### config.mk
export PLATFORM = sky130hd
export DESIGN_NAME = base64url_encoder_unit
export DESIGN_NICKNAME = d
export VERILOG_FILES = /design/src/b64e_pkg.sv /design/src/b64e_front.sv /design/src/b64e_fifo.sv /design/src/b64e_back.sv /design/src/base64url_encoder_unit.sv
export SDC_FILE = /design/constraint.sdc
export NUM_CORES = 1
export LEC_CHECK = 0
export ABC_CLOCK_PERIOD_IN_PS = 3300
export BUFFER_PORTS_ARGS = -buffer_cell sky130_fd_sc_hd__buf_2
export CORE_ASPECT_RATIO = 0.7
export CORE_MARGIN = 2
export CORE_UTILIZATION = 55
export DETAILED_ROUTE_END_ITERATION = 12
export GPL_ROUTABILITY_DRIVEN = 0
export PLACE_DENSITY = 0.74
export SLEW_MARGIN = 20
export SYNTH_ARGS = -nofsm -noshare
export SYNTH_HDL_FRONTEND = slang
export SYNTH_SLANG_ARGS = --single-unit
### constraint.sdc
create_clock -name clk_i -period 3.3 [get_ports clk_i]
set_input_delay 0.165 -clock clk_i [delete_from_list [all_inputs] [get_ports clk_i]]
set_output_delay 0.165 -clock clk_i [all_outputs]
set_load 0.03 [all_outputs]
### src/b64e_pkg.sv
// Shared types and constants for the URL-safe base64 encoder.
// No dependencies; used by every module of the encoder.
package b64e_pkg;

  localparam logic [7:0] PadChar = 8'h3D;

  typedef enum logic [1:0] {
    PH_FIRST  = 2'd0,
    PH_SECOND = 2'd1,
    PH_THIRD  = 2'd2
  } phase_e;

  // one encoded request: two sextets, character count minus one, end of text
  typedef struct packed {
    logic [5:0] sx0;
    logic [5:0] sx1;
    logic [1:0] cnt_m1;
    logic       eot;
  } job_t;

  function automatic logic [7:0] sextet_char(input logic [5:0] v);
    logic [7:0] c;
    c = {2'b00, v};
    if (v < 6'd26) begin
      sextet_char = 8'h41 + c;
    end else if (v < 6'd52) begin
      sextet_char = 8'h61 + c - 8'd26;
    end else if (v < 6'd62) begin
      sextet_char = 8'h30 + c - 8'd52;
    end else if (v == 6'd62) begin
      sextet_char = 8'h2D;
    end else begin
      sextet_char = 8'h5F;
    end
  endfunction

endpackage

### src/b64e_front.sv
// Front end: accepts source bytes, tracks group phase and carry bits,
// and builds one job per byte. Depends on b64e_pkg.
module b64e_front (
  input  logic           clk_i,
  input  logic           rst_ni,
  input  logic           accept_i,
  input  logic [7:0]     data_byte_i,
  input  logic           end_of_data_i,
  output b64e_pkg::job_t job_o
);

  b64e_pkg::phase_e phase_q, phase_d;
  logic [3:0]       carry_q, carry_d;

  always_ff @(posedge clk_i or negedge rst_ni) begin
    if (!rst_ni) begin
      phase_q <= b64e_pkg::PH_FIRST;
      carry_q <= 4'd0;
    end else begin
      phase_q <= phase_d;
      carry_q <= carry_d;
    end
  end

  // next state
  always_comb begin
    phase_d = phase_q;
    carry_d = carry_q;
    if (accept_i) begin
      if (end_of_data_i) begin
        phase_d = b64e_pkg::PH_FIRST;
        carry_d = 4'd0;
      end else begin
        case (phase_q)
          b64e_pkg::PH_SECOND: begin
            phase_d = b64e_pkg::PH_THIRD;
            carry_d = data_byte_i[3:0];
          end
          b64e_pkg::PH_THIRD: begin
            phase_d = b64e_pkg::PH_FIRST;
            carry_d = 4'd0;
          end
          default: begin
            phase_d = b64e_pkg::PH_SECOND;
            carry_d = {2'b00, data_byte_i[1:0]};
          end
        endcase
      end
    end
  end

  // job contents
  always_comb begin
    job_o.eot = end_of_data_i;
    case (phase_q)
      b64e_pkg::PH_SECOND: begin
        job_o.sx0    = {carry_q[1:0], data_byte_i[7:4]};
        job_o.sx1    = {data_byte_i[3:0], 2'b00};
        job_o.cnt_m1 = end_of_data_i ? 2'd2 : 2'd0;
      end
      b64e_pkg::PH_THIRD: begin
        job_o.sx0    = {carry_q, data_byte_i[7:6]};
        job_o.sx1    = data_byte_i[5:0];
        job_o.cnt_m1 = 2'd1;
      end
      default: begin
        job_o.sx0    = data_byte_i[7:2];
        job_o.sx1    = {data_byte_i[1:0], 4'b0000};
        job_o.cnt_m1 = end_of_data_i ? 2'd3 : 2'd0;
      end
    endcase
  end

endmodule

### src/b64e_fifo.sv
// Short job queue between front and back end.
// Depends on b64e_pkg for the job type.
module b64e_fifo #(
  parameter int Depth = 2
) (
  input  logic           clk_i,
  input  logic           rst_ni,
  input  logic           push_i,
  input  b64e_pkg::job_t push_data_i,
  input  logic           pop_i,
  output b64e_pkg::job_t head_o,
  output logic           full_o,
  output logic           empty_o
);

  localparam int PtrW = (Depth > 1) ? $clog2(Depth) : 1;
  localparam int CntW = $clog2(Depth + 1);
  localparam logic [PtrW-1:0] LastPtr = PtrW'(Depth - 1);
  localparam logic [CntW-1:0] DepthCnt = CntW'(Depth);

  b64e_pkg::job_t  slots_q [Depth];
  logic [PtrW-1:0] wr_ptr_q, wr_ptr_d, rd_ptr_q, rd_ptr_d;
  logic [CntW-1:0] count_q, count_d;

  assign full_o  = (count_q == DepthCnt);
  assign empty_o = (count_q == '0);
  assign head_o  = slots_q[rd_ptr_q];

  always_comb begin
    wr_ptr_d = wr_ptr_q;
    rd_ptr_d = rd_ptr_q;
    count_d  = count_q;
    if (push_i) begin
      wr_ptr_d = (wr_ptr_q == LastPtr) ? '0 : wr_ptr_q + 1'b1;
    end
    if (pop_i) begin
      rd_ptr_d = (rd_ptr_q == LastPtr) ? '0 : rd_ptr_q + 1'b1;
    end
    if (push_i && !pop_i) begin
      count_d = count_q + 1'b1;
    end else if (pop_i && !push_i) begin
      count_d = count_q - 1'b1;
    end
  end

  always_ff @(posedge clk_i or negedge rst_ni) begin
    if (!rst_ni) begin
      wr_ptr_q <= '0;
      rd_ptr_q <= '0;
      count_q  <= '0;
    end else begin
      wr_ptr_q <= wr_ptr_d;
      rd_ptr_q <= rd_ptr_d;
      count_q  <= count_d;
    end
  end

  always_ff @(posedge clk_i) begin
    if (push_i) begin
      slots_q[wr_ptr_q] <= push_data_i;
    end
  end

endmodule

### src/b64e_back.sv
// Back end: walks the head job one character per cycle into the output register while not stalled.
// Depends on b64e_pkg for the job type and the alphabet function.
module b64e_back (
  input  logic           clk_i,
  input  logic           rst_ni,
  input  b64e_pkg::job_t head_i,
  input  logic           head_valid_i,
  output logic           pop_o,
  output logic           m_axis_tvalid_o,
  input  logic           m_axis_tready_i,
  output logic [7:0]     m_axis_tdata_o,
  output logic           m_axis_tlast_o,
  output logic           m_axis_tuser_o
);

  logic [1:0] idx_q, idx_d;
  logic       valid_q, valid_d;
  logic [7:0] char_q, char_d;
  logic       last_q, user_q;
  logic       load, emit, at_end;

  assign load   = !valid_q || m_axis_tready_i;
  assign emit   = load && head_valid_i;
  assign at_end = (idx_q == head_i.cnt_m1);
  assign pop_o  = emit && at_end;

  always_comb begin
    case (idx_q)
      2'd0:    char_d = b64e_pkg::sextet_char(head_i.sx0);
      2'd1:    char_d = b64e_pkg::sextet_char(head_i.sx1);
      default: char_d = b64e_pkg::PadChar;
    endcase
  end

  always_comb begin
    idx_d   = idx_q;
    valid_d = load ? head_valid_i : valid_q;
    if (emit) begin
      idx_d = at_end ? 2'd0 : idx_q + 2'd1;
    end
  end

  always_ff @(posedge clk_i or negedge rst_ni) begin
    if (!rst_ni) begin
      idx_q   <= 2'd0;
      valid_q <= 1'b0;
    end else begin
      idx_q   <= idx_d;
      valid_q <= valid_d;
    end
  end

  always_ff @(posedge clk_i) begin
    if (emit) begin
      char_q <= char_d;
      user_q <= at_end;
      last_q <= at_end && head_i.eot;
    end
  end

  assign m_axis_tvalid_o = valid_q;
  assign m_axis_tdata_o  = char_q;
  assign m_axis_tlast_o  = last_q;
  assign m_axis_tuser_o  = user_q;

  a_eot_is_item_end: assert property (@(posedge clk_i) disable iff (!rst_ni)
    m_axis_tvalid_o && m_axis_tlast_o |-> m_axis_tuser_o)
    else $error("end of text without end of request");

  a_idx_in_range: assert property (@(posedge clk_i) disable iff (!rst_ni)
    head_valid_i |-> idx_q <= head_i.cnt_m1)
    else $error("character index past job length");

  a_idle_idx_zero: assert property (@(posedge clk_i) disable iff (!rst_ni)
    !head_valid_i |-> idx_q == 2'd0)
    else $error("character index left over with no job");

  a_pop_restarts: assert property (@(posedge clk_i) disable iff (!rst_ni)
    pop_o |=> idx_q == 2'd0)
    else $error("index not reset after job done");

endmodule

### src/base64url_encoder_unit.sv
// Top level of the streaming URL-safe base64 encoder with '=' padding.
// Depends on b64e_pkg, b64e_front, b64e_fifo and b64e_back.
//
// Takes one source byte per request (tlast marks the final byte) and gives one
// character per request on the master side from the alphabet A-Z a-z 0-9 - _,
// with '=' padding after the final byte. Output tuser marks the last character
// a byte produces; output tlast marks the end of the text. The output register
// delivers one character per cycle unless held by back-pressure; a byte yields
// 1, 2, 3 or 4 characters (1 in phases 0 and 1, 2 in phase 2, 2 to 4 for the
// final byte); bytes are taken every cycle while the FifoDepth-entry job queue has room.
module base64url_encoder_unit #(
  parameter int FifoDepth = 2
) (
  input  logic       clk_i,
  input  logic       rst_ni,
  input  logic       s_axis_tvalid_i,
  output logic       s_axis_tready_o,
  input  logic [7:0] s_axis_tdata_i,   // [7:0] data_byte
  input  logic       s_axis_tlast_i,   // end_of_data
  output logic       m_axis_tvalid_o,
  input  logic       m_axis_tready_i,
  output logic [7:0] m_axis_tdata_o,   // [7:0] text_char
  output logic       m_axis_tlast_o,   // end_of_text
  output logic       m_axis_tuser_o    // [0] last_of_item
);

  b64e_pkg::job_t job, head;
  logic           full, empty, accept, pop;

  assign s_axis_tready_o = !full;
  assign accept          = s_axis_tvalid_i && !full;

  b64e_front u_front (
    .clk_i         (clk_i),
    .rst_ni        (rst_ni),
    .accept_i      (accept),
    .data_byte_i   (s_axis_tdata_i),
    .end_of_data_i (s_axis_tlast_i),
    .job_o         (job)
  );

  b64e_fifo #(
    .Depth (FifoDepth)
  ) u_fifo (
    .clk_i       (clk_i),
    .rst_ni      (rst_ni),
    .push_i      (accept),
    .push_data_i (job),
    .pop_i       (pop),
    .head_o      (head),
    .full_o      (full),
    .empty_o     (empty)
  );

  b64e_back u_back (
    .clk_i           (clk_i),
    .rst_ni          (rst_ni),
    .head_i          (head),
    .head_valid_i    (!empty),
    .pop_o           (pop),
    .m_axis_tvalid_o (m_axis_tvalid_o),
    .m_axis_tready_i (m_axis_tready_i),
    .m_axis_tdata_o  (m_axis_tdata_o),
    .m_axis_tlast_o  (m_axis_tlast_o),
    .m_axis_tuser_o  (m_axis_tuser_o)
  );

endmodule
==> key figures <==
GRT
  – Total gr overflow: 0
  – First-pass GRT wire length: 12.2 mm
  – Largest net degree at the start of global routing: 26
  – Total GRT Usage: approximately 22%
  – Number of global-route vias before repair: around 2,400
  – Initial antenna violation count: 0

Cells and area
  – Multi-input logic area: 0.00181 mm2
  – Fin area: 0.00378 mm2
  – Final core occ: between 60% and 70%
  – # nets final: 394
  – Synth-to-Final Area Change: 8.47%
  – Layout cells sized above 1: between 10% and 20%
  – Fillers: approximately 510
  – Most common cell after layout, fill and taps aside: edfxtp_1
  – Most frequent cells in the layout: edfxtp_1 (40), nand2_1 (30), ha_1 (26)
  – Reg area: ~0.0015 mm2
  – Antenna Cells: 0

Logic synthesis
  – Syn Nets: 370
  – Yosys warnings: 0
  – Synth unique cells: 63
  – Yosys reg bits: 53
  – Post-synth top area share: 34.5%
  – Post-synth EDFFs: 40
  – Ys flop type: edfxtp_1
  – Syn Std Cell Area: 0.00349 mm2
  – Syn Area/Cell: ~11 um2
  – FFs w/ async S/R, synth: between 20% and 30%
  – Post-synthesis sequential area ratio: around 44%
  – Cells after Synth: ~330
  – Top post-synthesis cells by area: edfxtp_1 (34%), dfrtp_1 (9.3%), ha_1 (9.3%)
  – Area leader, netlist: edfxtp_1

Clocking
  – CTS sink count: 53
  – Clock-pin transition on the worst setup and hold timing paths: 0.09 ns
  – Num CTS Buffers: 5
  – Clk Latency, worst-skew pair: 0.30 ns
  – CTS root buf: clkbuf_8
  – CTS tree: done
  – CTS HTree Levels: 2
  – CTS-repair resized insts: 0
  – Max clock buf depth: 2

Detailed routing
  – Vias: ~2,600
  – Drt first pass iters: 5
  – DR WL/cell: around 17 um
  – Iteration-0 DRC Markers: between 200 and 250
  – Post-route ant nets: 0
  – # DRC: 0
  – WL final: roughly 7.3 mm
  – Vias/cell: a little over 6

STA
  – RSZ-0062 raised after global routing: false
  – Fmax: approximately 330 MHz
  – Fin crit share: 92.5%
  – Setup_tns: 0 ns
  – Min Tclk post-route: just over 3 ns
  – Worst clock skew: roughly 0.0043 ns
  – Setup violations, final: 0
  – Slew Limit Fails: 0
  – Worst setup margin: 0.248 ns
  – Slew margin rel.: approximately 53%
  – Final Hold Viols: 0
  – Worst slew pin tran: between 0.6 and 0.7 ns

Pwr
  – Design Power: between 4 and 5 mW
  – LEAKAGE: about 1.5 nW
  – Worst vdd ir: roughly 0.51 mV
  – Pwr per Cell Area: about 1100 mW/mm2

Place
  – Post-Place Cell Area: ~0.0037 mm2
  – Port Buffer Count: 24
  – Final HPWL DP: 5.51 mm
  – Setup WS pre-CTS: 0.296 ns

Floorplanning
  – Initial core utilization: between 50% and 60%
  – Core ar.: roughly 0.0062 mm2
  – Die H: 70.6 um
  – Full die area: ~0.0070 mm2
  – Row cnt: 24
  – Io pins: 25
  – Die X: approximately 99 um

Setup path
  – CP Launch Type: flip-flop
  – Worst-path cell with the longest stage delay: mux2i_1
  – Critical path's largest stage delay: between 0.5 and 0.6 ns
  – CP endpoint kind: flip-flop
  – CP max FO: 25
  – Arr. time, crit path: ~3 ns
  – Worst path bufs/invs: 2
  – Setup Crit Path Kind: reg2reg
  – CP top delay family: simple AND/OR/NAND/NOR gates
  – CP Cell Sequence: buf_12, mux2i_1, inv_1, ha_1, nand2_1, o211ai_1, o311a_1, o21ai_1, a31oi_1, or4_1
  – Critical Path RT: ~3.3 ns

Run
  – Max-Cap Viols: 0

Outcome
  – Status: complete, no violations

Worst hold path
  – Worst hold path type: in2reg
report_power, final:
part	switching (mW)	internal [mW]
sequential	0.137	1.09
clock	0.210	0.150
combinational	1.59	0.949
logic make-up after synthesis:
| kind of cell | count (synthesis) | synth area share (%) |
|---|---|---|
| fa+ha+maj | 26 | 9.33 |
| buf+inv | 34 | 4.42 |
| xor+xnor | 15 | 3.77 |
| simple gates | 99 | 15.1 |
| mux | 15 | 5.53 |
| flops | 53 | 43.8 |
| compound gates | 89 | 18.0 |
worst register-to-register path, delay by kind of cell (launching register included):
family                     cells  cell delay, ns
adders and majority gates      1            0.30
muxes                          1            0.52
AOI/OAI and AO/OA              4            0.56
DFF                            1            0.41
and+or+nand+nor                2            0.61
buffers and inverters          2            0.40
state kept, by name, indices dropped and copies added, names as in the netlist:
name                    count
u_back.m_axis_tlast_o       1
u_fifo.count_q              2
u_back.m_axis_tvalid_o      1
u_fifo.wr_ptr_q             1
u_front.carry_q             4
u_front.phase_q             2
u_back.idx_q                2
u_back.m_axis_tuser_o       1
u_fifo.rd_ptr_q             1
u_back.m_axis_tdata_o       8
u_fifo.slots_q             30
routing by layer:
metal | vias to the layer above | global-route usage (%) | routed length [um]
li1 | 1278 | - | -
met1 | 1235 | 33.2 | 3670
met2 | 123 | 32.4 | 3050
met3 | 6 | 4.05 | 518
met4 | 0 | 4.57 | 70
met5 | - | 0 | 0
through the flow:
stage                     std cells  hold slack (ns)
after floorplan                 331           -0.131
after global placement          425           0.0791
after detailed placement        425           0.0738
after CTS                       434            0.115
after global routing            434            0.145
final                           434            0.123
repair_timing:
item,4_1_cts,5_1_grt
setup buffers,0,0
setup endpoints to repair,0,0
hold buffers,1,0
hold endpoints to repair,13,0
cell type report:
class / instances / area share (%)
clock buffer: 5 / 1.82
sequential: 53 / 40.4
timing repair buffer: 31 / 4.96
multi-input combinational: 244 / 47.7
tap: 78 / 2.58
clock inverter: 3 / 0.529
inverter: 20 / 1.99
final timing paths:
path / from / to / slack (ns) / depth (start not counted)
setup / recovery: u_fifo.rd_ptr_q / u_back.m_axis_tdata_o[4] / 0.25 / 10
hold / removal: m_axis_tready_i / u_back.m_axis_tvalid_o / 0.12 / 3
setup reg to reg: u_fifo.rd_ptr_q / u_back.m_axis_tdata_o[4] / 0.25 / 10
hold reg to reg: u_fifo.wr_ptr_q / u_fifo.wr_ptr_q / 0.50 / 1
max in group asynchronous: rst_ni / u_fifo.rd_ptr_q / 2.78 / 2
min in group asynchronous: rst_ni / u_front.carry_q[2] / 0.28 / 2
cell usage after synthesis, drive strengths merged, types with 3 or more instances:
| cell type | count |
|---|---|
| inv | 20 |
| nor3 | 9 |
| a22oi | 10 |
| nor2 | 18 |
| dfrtp | 13 |
| nand3b | 3 |
| o211ai | 5 |
| clkbuf | 8 |
| nand2b | 7 |
| a22o | 6 |
| xnor2 | 11 |
| o22ai | 4 |
| nor2b | 6 |
| nand2 | 30 |
| nand4 | 3 |
| and2 | 4 |
| a31oi | 3 |
| ha | 26 |
| buf | 6 |
| o2111ai | 3 |
| o21ai | 25 |
| mux2i | 14 |
| nand3 | 9 |
| xor2 | 4 |
| edfxtp | 40 |
| a21oi | 10 |
(Power assumes the default switching activity.)
